<file path="src/rtl/dkdt_pkg.sv">
// ----------------------------------------------------------------------------
// dkdt_pkg
// Shared types and constants for the dual key device table.
// ----------------------------------------------------------------------------
package dkdt_pkg;

  localparam int DEF_ENTRIES   = 16;
  localparam int DEF_KEY_BYTES = 8;

  localparam int OP_W     = 3;
  localparam int ID_W     = 32;
  localparam int HANDLE_W = 16;
  localparam int SECRET_W = 64;

  localparam logic [OP_W-1:0] OP_INSERT  = 3'd0;
  localparam logic [OP_W-1:0] OP_DEL_ID  = 3'd1;
  localparam logic [OP_W-1:0] OP_DEL_H   = 3'd2;
  localparam logic [OP_W-1:0] OP_CHK_KEY = 3'd3;
  localparam logic [OP_W-1:0] OP_ID_OF_H = 3'd4;
  localparam logic [OP_W-1:0] OP_H_OF_ID = 3'd5;

  typedef enum logic [4:0] {
    S_IDLE   = 5'b00001,
    S_CMP    = 5'b00010,
    S_SEL    = 5'b00100,
    S_COMMIT = 5'b01000,
    S_OUT    = 5'b10000
  } state_t;

  typedef struct packed {
    logic load;
    logic cmp;
    logic sel;
    logic commit;
  } dp_cmd_t;

endpackage

</file>
<file path="src/rtl/dkdt_ctrl.sv">
// ----------------------------------------------------------------------------
// dkdt_ctrl
// Request sequencer: load, compare, select, commit, then hold the result word.
// ----------------------------------------------------------------------------
module dkdt_ctrl (
  input  logic             clk,
  input  logic             rst,
  input  logic             in_valid,
  output logic             in_ready,
  output logic             out_valid,
  input  logic             out_ready,
  output dkdt_pkg::dp_cmd_t cmd
);
  import dkdt_pkg::*;

  state_t state;
  state_t state_next;

  always_comb begin
    state_next = state;
    unique case (state)
      S_IDLE:   if (in_valid) state_next = S_CMP;
      S_CMP:    state_next = S_SEL;
      S_SEL:    state_next = S_COMMIT;
      S_COMMIT: state_next = S_OUT;
      S_OUT:    if (out_ready) state_next = S_IDLE;
      default:  state_next = S_IDLE;
    endcase
  end

  always_ff @(posedge clk) begin
    if (rst) begin
      state <= S_IDLE;
    end else begin
      state <= state_next;
    end
  end

  assign in_ready   = (state == S_IDLE);
  assign out_valid  = (state == S_OUT);
  assign cmd.load   = in_ready && in_valid;
  assign cmd.cmp    = (state == S_CMP);
  assign cmd.sel    = (state == S_SEL);
  assign cmd.commit = (state == S_COMMIT);

  a_onehot: assert property (@(posedge clk) disable iff (rst) $onehot(state))
    else $error("state not one-hot");
  a_excl: assert property (@(posedge clk) disable iff (rst) out_valid |-> !in_ready)
    else $error("input taken while result pending");
  a_commit_out: assert property (@(posedge clk) disable iff (rst) cmd.commit |=> out_valid)
    else $error("commit not followed by result");
  a_load_cmp: assert property (@(posedge clk) disable iff (rst) cmd.load |=> cmd.cmp)
    else $error("load not followed by compare");

endmodule

</file>
<file path="src/rtl/dkdt_datapath.sv">
// ----------------------------------------------------------------------------
// dkdt_datapath
// Entry cells, parallel match, first-match select and table update.
// ----------------------------------------------------------------------------
module dkdt_datapath #(
  parameter int ENTRIES   = dkdt_pkg::DEF_ENTRIES,
  parameter int KEY_BYTES = dkdt_pkg::DEF_KEY_BYTES,
  localparam int CW = $clog2(ENTRIES + 1)
) (
  input  logic                                  clk,
  input  logic                                  rst,
  input  dkdt_pkg::dp_cmd_t                     cmd,
  input  logic [dkdt_pkg::OP_W-1:0]             op,
  input  logic signed [dkdt_pkg::ID_W-1:0]      dev_id,
  input  logic [dkdt_pkg::HANDLE_W-1:0]         conn_handle,
  input  logic [dkdt_pkg::SECRET_W-1:0]         secret,
  output logic                                  ok,
  output logic signed [dkdt_pkg::ID_W-1:0]      found_id,
  output logic signed [dkdt_pkg::HANDLE_W:0]    found_handle,
  output logic [CW-1:0]                         entry_count
);
  import dkdt_pkg::*;

  localparam int KW = 8 * KEY_BYTES;

  logic [OP_W-1:0]     r_op;
  logic [ID_W-1:0]     r_id;
  logic [HANDLE_W-1:0] r_h;
  logic [KW-1:0]       r_key;

  logic [ENTRIES-1:0]  valid;
  logic [ID_W-1:0]     s_id  [ENTRIES];
  logic [HANDLE_W-1:0] s_h   [ENTRIES];
  logic [KW-1:0]       s_key [ENTRIES];
  logic [CW-1:0]       count;

  logic [ENTRIES-1:0]  mvec;
  logic [ENTRIES-1:0]  ge_mask;
  logic [ENTRIES-1:0]  first_oh;
  logic                id_any;
  logic                hit;

  logic [ENTRIES-1:0]  hit_id;
  logic [ENTRIES-1:0]  hit_h;
  logic [ENTRIES-1:0]  hit_key;
  logic [ENTRIES-1:0]  mvec_next;
  logic [ID_W-1:0]     sel_id;
  logic [HANDLE_W-1:0] sel_h;
  logic                ins_ok;
  logic                del_ok;
  logic                look_ok;

  always_comb begin
    for (int i = 0; i < ENTRIES; i++) begin
      hit_id[i]  = valid[i] && (s_id[i] == r_id);
      hit_h[i]   = valid[i] && (s_h[i] == r_h);
      hit_key[i] = hit_id[i] && (s_key[i] == r_key);
    end
    unique case (r_op)
      OP_DEL_H, OP_ID_OF_H: mvec_next = hit_h;
      OP_CHK_KEY:           mvec_next = hit_key;
      default:              mvec_next = hit_id;
    endcase
  end

  always_comb begin
    sel_id = '0;
    sel_h  = '0;
    for (int i = 0; i < ENTRIES; i++) begin
      sel_id = sel_id | ({ID_W{first_oh[i]}} & s_id[i]);
      sel_h  = sel_h  | ({HANDLE_W{first_oh[i]}} & s_h[i]);
    end
  end

  assign ins_ok  = (r_op == OP_INSERT) && !id_any && (count < CW'(ENTRIES));
  assign del_ok  = ((r_op == OP_DEL_ID) || (r_op == OP_DEL_H)) && hit;
  assign look_ok = ((r_op == OP_CHK_KEY) || (r_op == OP_ID_OF_H) ||
                    (r_op == OP_H_OF_ID)) && hit;

  // request and search registers
  always_ff @(posedge clk) begin
    if (cmd.load) begin
      r_op  <= op;
      r_id  <= dev_id;
      r_h   <= conn_handle;
      r_key <= secret[KW-1:0];
    end
    if (cmd.cmp) begin
      mvec   <= mvec_next;
      id_any <= |hit_id;
    end
    if (cmd.sel) begin
      ge_mask  <= ~mvec + ENTRIES'(1);
      first_oh <= mvec & (~mvec + ENTRIES'(1));
      hit      <= |mvec;
    end
  end

  // entry cells, newest in cell 0
  always_ff @(posedge clk) begin
    if (cmd.commit && ins_ok) begin
      for (int i = ENTRIES - 1; i > 0; i--) begin
        s_id[i]  <= s_id[i-1];
        s_h[i]   <= s_h[i-1];
        s_key[i] <= s_key[i-1];
      end
      s_id[0]  <= r_id;
      s_h[0]   <= r_h;
      s_key[0] <= r_key;
    end else if (cmd.commit && del_ok) begin
      for (int i = 0; i < ENTRIES - 1; i++) begin
        if (ge_mask[i]) begin
          s_id[i]  <= s_id[i+1];
          s_h[i]   <= s_h[i+1];
          s_key[i] <= s_key[i+1];
        end
      end
    end
  end

  always_ff @(posedge clk) begin
    if (rst) begin
      valid <= '0;
      count <= '0;
    end else if (cmd.commit && ins_ok) begin
      valid <= {valid[ENTRIES-2:0], 1'b1};
      count <= count + CW'(1);
    end else if (cmd.commit && del_ok) begin
      valid <= valid >> 1;
      count <= count - CW'(1);
    end
  end

  // result word
  always_ff @(posedge clk) begin
    if (cmd.commit) begin
      ok           <= ins_ok || del_ok || look_ok;
      found_id     <= ((r_op == OP_ID_OF_H) && hit) ? sel_id : '1;
      found_handle <= ((r_op == OP_H_OF_ID) && hit) ? {1'b0, sel_h} : '1;
      if (ins_ok) begin
        entry_count <= count + CW'(1);
      end else if (del_ok) begin
        entry_count <= count - CW'(1);
      end else begin
        entry_count <= count;
      end
    end
  end

  a_first_sub: assert property (@(posedge clk) disable iff (rst)
    $past(cmd.sel) |-> ((first_oh & ~mvec) == '0))
    else $error("selected entry not a match");
  a_first_one: assert property (@(posedge clk) disable iff (rst)
    $past(cmd.sel) |-> $onehot0(first_oh))
    else $error("more than one entry selected");
  a_cnt_bound: assert property (@(posedge clk) disable iff (rst)
    count <= CW'(ENTRIES))
    else $error("count overflow");

endmodule

</file>
<file path="src/rtl/dual_key_device_table.sv">
// ----------------------------------------------------------------------------
// dual_key_device_table
// Bounded newest-first device table keyed by id and by connection handle.
// ----------------------------------------------------------------------------
//  channel | signals                                   | direction
//  --------+-------------------------------------------+----------
//  request | in_valid in_ready op dev_id conn_handle   | in
//          | secret                                    |
//  result  | out_valid out_ready ok found_id           | out
//          | found_handle entry_count                  |
//
//  A request word passes through compare, select and commit before its result
//  word is offered: compare all cells, pick the first match, update the cells.
//  The next request is taken in the cycle after the result word is taken.
//  Reset empties the table; a stalled result holds its word.
// ----------------------------------------------------------------------------
module dual_key_device_table #(
  parameter int ENTRIES   = dkdt_pkg::DEF_ENTRIES,
  parameter int KEY_BYTES = dkdt_pkg::DEF_KEY_BYTES,
  localparam int CW = $clog2(ENTRIES + 1)
) (
  input  logic                               clk,
  input  logic                               rst,
  input  logic                               in_valid,
  output logic                               in_ready,
  input  logic [dkdt_pkg::OP_W-1:0]          op,
  input  logic signed [dkdt_pkg::ID_W-1:0]   dev_id,
  input  logic [dkdt_pkg::HANDLE_W-1:0]      conn_handle,
  input  logic [dkdt_pkg::SECRET_W-1:0]      secret,
  output logic                               out_valid,
  input  logic                               out_ready,
  output logic                               ok,
  output logic signed [dkdt_pkg::ID_W-1:0]   found_id,
  output logic signed [dkdt_pkg::HANDLE_W:0] found_handle,
  output logic [CW-1:0]                      entry_count
);
  import dkdt_pkg::*;

  dp_cmd_t cmd;

  dkdt_ctrl u_ctrl (
    .clk       (clk),
    .rst       (rst),
    .in_valid  (in_valid),
    .in_ready  (in_ready),
    .out_valid (out_valid),
    .out_ready (out_ready),
    .cmd       (cmd)
  );

  dkdt_datapath #(
    .ENTRIES   (ENTRIES),
    .KEY_BYTES (KEY_BYTES)
  ) u_dp (
    .clk          (clk),
    .rst          (rst),
    .cmd          (cmd),
    .op           (op),
    .dev_id       (dev_id),
    .conn_handle  (conn_handle),
    .secret       (secret),
    .ok           (ok),
    .found_id     (found_id),
    .found_handle (found_handle),
    .entry_count  (entry_count)
  );

endmodule
</file>
<file path="config.mk">
export PLATFORM = sky130hd
export DESIGN_NAME = dual_key_device_table
export DESIGN_NICKNAME = d
export VERILOG_FILES = /design/src/rtl/dkdt_pkg.sv /design/src/rtl/dkdt_ctrl.sv /design/src/rtl/dkdt_datapath.sv /design/src/rtl/dual_key_device_table.sv
export SDC_FILE = /design/constraint.sdc
export NUM_CORES = 2
export LEC_CHECK = 0
export BUFFER_PORTS_ARGS = -buffer_cell sky130_fd_sc_hd__buf_2
export CAP_MARGIN = 20
export CORE_MARGIN = 2
export CORE_UTILIZATION = 40
export DETAILED_ROUTE_END_ITERATION = 10
export PLACE_DENSITY_LB_ADDON = 0.05
export SYNTH_ARGS = -nofsm -noshare
export SYNTH_HDL_FRONTEND = slang
export SYNTH_SLANG_ARGS = --single-unit
</file>
<file path="constraint.sdc">
create_clock -name clk -period 15.97 [get_ports clk]
set_clock_uncertainty 0.2 [all_clocks]
set_input_delay 3.194 -clock clk [delete_from_list [all_inputs] [get_ports clk]]
set_output_delay 3.194 -clock clk [all_outputs]
set_load 0.01 [all_outputs]
</file>
Word-level counts from Yosys, hierarchy flattened:

Memory sizes are Yosys's and may differ from the RTL's.
Index checks and enable logic that the tools add are counted.

* bits of input ports: 119
* memories kept: 3
* word-level logic and storage cells: 380
* RAM bits: 1792
* bits in latches: 0
* register bits after elaboration: 245
* output and inout port bits: 57
* bits in read-only memories: 0

* multipliers: 0
* $lt $le $gt $ge: 1
* bitwise gates (word level): 109
* multiplexer cells: 118
* equality and inequality tests: 60
* reductions and logical operators: 69
* shift-type cells: 0
* add/subtract/negate cells: 3
* divide/modulo/power cells: 0

Memory list
* u_dp.s_key: depth 16, width 64, read ports 16, clocked after Yosys merged registers in 0, wr ports 16, line dkdt_datapath.sv:34 `logic [KW-1:0] s_key [ENTRIES];`
* u_dp.s_id: depth 16, width 32, read ports 16, clocked after Yosys merged registers in 0, wr ports 16, line dkdt_datapath.sv:32 `logic [ID_W-1:0] s_id [ENTRIES];`
* u_dp.s_h: depth 16, width 16, read ports 16, clocked after Yosys merged registers in 0, wr ports 16, line dkdt_datapath.sv:33 `logic [HANDLE_W-1:0] s_h [ENTRIES];`

Operators with widths (count)
* $eq 64x64->1: 16
* $mux 64: 15
* $and 32x32->32: 16
* $eq 32x32->1: 16
* $mux 32: 15
* $or 32x32->32: 15
* $and 16x16->16: 17
* $mux 16: 17
* $eq 16x16->1: 16
* $or 16x16->16: 15
* $mux 1: 62
* $logic_and 1x1->1: 57
* $or 1x1->1: 45
* $pmux 16 s2: 1
* $reduce_or 16->1: 2
* $mux 5: 6
* $pmux 5 s5: 1
* $mux 17: 1
* $add 16x1->16 const B: 1
* $not 16->16: 1
* $eq 3x2->1 const B: 2
* $eq 3x3->1 const B: 2
* $add 5x1->5 const B: 1
* $eq 5x1->1 const B: 1
* other kinds (15): 19

Depth between registers and ports, before layout:

* word-level depth: 17
* mapped depth: 9
* mapped depth without buffers: 9

By module:

From an unflattened synthesis, not the netlist that was laid out.

* cell total of the unflattened synthesis: 7714
* area total of the unflattened synthesis: 105847.8 um2

By module, submodules not included
* dkdt_datapath: area each 105557.5 um2, cells an instance 7682, seq. area each 60778.3 um2, times used 1
* dkdt_ctrl: area each 290.3 um2, cells an instance 32, seq. area each 100.1 um2, times used 1

Worst setup path before layout:

OpenSTA, ideal clock, no wires.

* kind: input to register
* from: input in_valid
* to: register u_dp.r_h[0] (enable)
* stages: 1
* setup time: 0.487 ns
* arrival: 5.847 ns
* data required time: 15.283 ns
* slack: 9.435 ns
* cell sequence: and2_1

* cells in the longest elaborated chain, start to end: 1

RTL lines
* start: declaration: line dual_key_device_table.sv:24 `input logic in_valid,`
* $logic_and 1x1->1: line dkdt_ctrl.sv:41 `assign cmd.load = in_ready && in_valid;`
* end signal: assignment: line dkdt_datapath.sv:85 `r_h <= conn_handle;`
* end: declaration: line dkdt_datapath.sv:28 `logic [HANDLE_W-1:0] r_h;`

Every way passes these cells.
A chain may end at the register's enable or synchronous reset.

==> flow_summary.toml <==
[timing]
period_share_pct = 38.51
slew_viol_final = 0
max-slew-margin-rel_pct = 20.75
tns_ps = 0
finalSetupViolCount = 0
hold_viol = 0
layout_min_cycle_time_ps = 6150
max_freq_mhz = 162.6
tightest_slew_ps = 1178
grt_setup_unrepaired = "false"

[critical_path]
cp-startpoint = "u_dp.r_op[1]$_DFFE_PP_"
rr_worst_depth = 10
r2r_slack_ps = 9820
r2r-end = "u_dp.s_key[1][278]$_DFFE_PP_"
crit-reg2reg-launch = "u_dp.r_op[1]$_DFFE_PP_"
end_kind = "flip-flop"
crit_cells = 10
worstPathCellList = "or2_2 -> nor4_4 -> nand2_2 -> buf_4 -> inv_8 -> buf_4 -> buf_4 -> buf_4 -> buf_4 -> a22o_1"
slowest_delay_ps = 890
path_delay_family = "buffers and inverters"
worstSetupStartpointType = "flip-flop"
worstPathRequired_ps = 16550
path_max_fanout = 89
cp_data_arrival_time_ps = 6730
critPathMostFrequentCell = "buf_4"
cp_num_buf_inv = 6
crit_type = "flip-flop to flip-flop"
crit_path_end = "u_dp.s_key[1][278]$_DFFE_PP_"
cp_slowest_cell = "buf_4"

[detailed_routing]
avgViaCountPerCell = 6.425
routedWlPerCell_um = 41.25
drt_iter0_drc = 11610
first_pass_iters = 9
via_count = 75500
wirelength_um = 484700
final_antenna_net_count = 0
drc = 0

[layout]
nets = 8180
layout_commonest_cell = "edfxtp_1"
nFillCells = 24350
regArea_um2 = 60880
fin_area_um2 = 117800
drive_above_1_share_pct = 13.84
layout_common_cells = "2010 x edfxtp_1, 1009 x xnor2_1, 824 x nand2_1"
multi_input_comb_area_um2 = 42640
syn_to_final_growth_pct = 11.21

[placement]
place.port_buffers = 175
dp_hpwl_um = 339300
placed_area_um2 = 110600
gp_congestion = 1.031

[logic_synthesis]
syn_nets = 8144
synth_top_flop_cell = "edfxtp_1"
synth_top_area_share_pct = 56.97
yosysWarnings = 0
synth_seq_cells = 2036
synth-seq-area-share_pct = 57.46
syn-cell-area_um2 = 105900
synthArstFlopShare_pct = 0
synth_top_area_cell = "edfxtp_1"
synthCells = 8008
ys_top_cells_by_area = "edfxtp_1 57%, xnor2_1 8.3%, xor2_1 6.5%, a22o_1 6.0%, mux2_1 5.0%"
synth_area_per_cell_um2 = 13.23
synth_edf_count = 2010
ys_types = 56

[hold_path]
hold_class = "flip-flop to flip-flop"

[cts]
path_clk_slew_ps = 60
cts_hold_buf = 0
cts_resized = 0
cts_tree = "built"
clk_latency_ps = 930
clock_sinks = 2036
htreeDepth = 4
clockBufferDepth = 4
cts-root-buf = "clkbuf_16"
postCtsSetupBuffers = 0
cts_buffers = 241

[power]
leakage_nw = 37.61
ir_worst_vdd_mv = 0.1099
p_per_area_nw_per_um2 = 102.2
p_seq_share_pct = 48.7
sw_frac_of_total_pct = 24.98
combinationalPowerShare_pct = 7.2
clock_power_share_pct = 44.1
p_int_w = 0.009030
p_sw_w = 0.003006

[job]
maxCapViolCount = 0

[global_routing]
grt_pass1_vias = 72260
grt_pass1_wl_um = 651700
grtUsageTotal_pct = 34.90
grt-ovfl-total = 0
grt_max_degree = 90
antenna_found_initial = 16

[floorplan]
rows = 188
num_io_pins = 176
die_area_um2 = 269000
die_x_um = 518.7
chipHeight_um = 518.7
core_um2 = 263000
start_util_pct = 40.29

[outcome]
status = "finished, final reports clean"
## worst min path at each step
| stage | from | slack, ps | endpoint | cells past startpoint |
|---|---|---|---|---|
| 3_3_place_gp | u_dp.valid[14]$_SDFFE_PP0P_ | 270 | u_dp.valid[15]$_SDFFE_PP0P_ | 2 |
| 5_1_grt | u_dp.valid[14]$_SDFFE_PP0P_ | 320 | u_dp.valid[15]$_SDFFE_PP0P_ | 2 |
| 2_1_floorplan | u_dp.valid[14]$_SDFFE_PP0P_ | 260 | u_dp.valid[15]$_SDFFE_PP0P_ | 2 |
| 3_5_place_dp | u_dp.valid[14]$_SDFFE_PP0P_ | 290 | u_dp.valid[15]$_SDFFE_PP0P_ | 2 |
| 4_1_cts | u_dp.valid[14]$_SDFFE_PP0P_ | 300 | u_dp.valid[15]$_SDFFE_PP0P_ | 2 |
| 6_report | u_dp.valid[14]$_SDFFE_PP0P_ | 300 | u_dp.valid[15]$_SDFFE_PP0P_ | 2 |
## synthesized netlist by cell type, types with 2 or more instances
cell	instances
mux2_2	376
and2_1	3
ha_1	17
a22o_1	720
mux2i_1	13
a21oi_1	10
nor2_1	30
edfxtp_1	2010
clkbuf_1	272
o2111ai_1	2
nand2b_1	5
nor4_1	219
nand4_1	317
a21o_1	2
o21ai_0	20
nor3_1	84
xnor2_1	1009
mux2_1	471
a31oi_1	16
a211oi_1	15
inv_1	32
nand3_1	66
a22oi_1	41
or2_2	3
and3_1	29
dfxtp_1	26
nand2_1	843
or4_1	2
buf_1	61
a221o_1	15
or3_1	6
buf_4	6
nor4b_1	3
nor2b_1	2
a221oi_1	186
o211ai_1	2
nand2_2	9
xor2_1	787
buf_2	261
## cell families (layout without fill, tap and decap cells)
family	Yosys count	after routing	synth area share (%)
and+or+nand+nor	1628	1628	7.416
other	0	8	0
AOI/OAI and AO/OA	1036	1036	8.365
buffers and inverters	635	855	2.586
muxes	860	860	9.125
adders and majority gates	17	17	0.2008
xor gates and xnor gates	1796	1796	14.85
DFF	2036	2036	57.46
## power groups by stage
stage,clock network (W),logic (W),registers [W]
2_1_floorplan,0,0.000458,0.00595
3_3_place_gp,0,0.000835,0.00597
3_5_place_dp,0,0.000830,0.00597
4_1_cts,0.00536,0.000836,0.00586
5_1_grt,0.00554,0.000874,0.00586
6_report,0.00531,0.000868,0.00586
## flip-flops by register name, summed over array words and instances (netlist names)
| register | cells |
|---|---|
| u_dp.s_key | 1024 |
| u_dp.id_any | 1 |
| u_dp.valid | 16 |
| u_dp.found_id | 32 |
| u_ctrl.state | 5 |
| u_dp.ok | 1 |
| u_dp.r_h | 16 |
| u_dp.hit | 1 |
| u_dp.ge_mask | 14 |
| u_dp.s_h | 256 |
| u_dp.found_handle | 17 |
| u_dp.count | 5 |
| u_dp.s_id | 512 |
| u_dp.mvec | 16 |
| u_dp.r_id | 32 |
| u_dp.entry_count | 5 |
| u_dp.r_op | 3 |
| u_dp.first_oh | 16 |
| u_dp.r_key | 64 |
## per-layer routing
metal | track usage (%) | vias to the layer above | share of wire [%]
li1 | - | 30280 | -
met1 | 45.90 | 39430 | 40
met2 | 56.07 | 4707 | 46
met3 | 7.502 | 1066 | 9.1
met4 | 13.88 | 14 | 5.1
met5 | 0 | - | 0.018
## cell type report
cell class,instances,area share (%)
diodes,8,0.01699
clock inverters,107,0.6520
flip-flops and latches,2036,51.67
multi-input cells,5337,36.19
clock buffers,320,5.474
inverters,34,0.1147
repair buffers,394,2.148
well taps,3515,3.733
## worst min-delay path, stage by stage, from the launching register on
cell and delay [ps]:
dfxtp_1 340, nand2_1 70, a21oi_1 50
## stage by stage
stage,cells,total power [W],setup slack [ps],hold WS [ps],utilization [%]
floorplan,8008,0.006406,9435,257.5,-
global placement,11310,0.006805,10010,272.5,42.02
detailed placement,11310,0.006799,9961,287.4,42.05
CTS,11740,0.01205,9941,295.3,44.79
global route,11750,0.01228,9573,321.7,44.80
finish,11750,0.01204,9820,301.4,44.80
(Power assumes the default switching activity.)
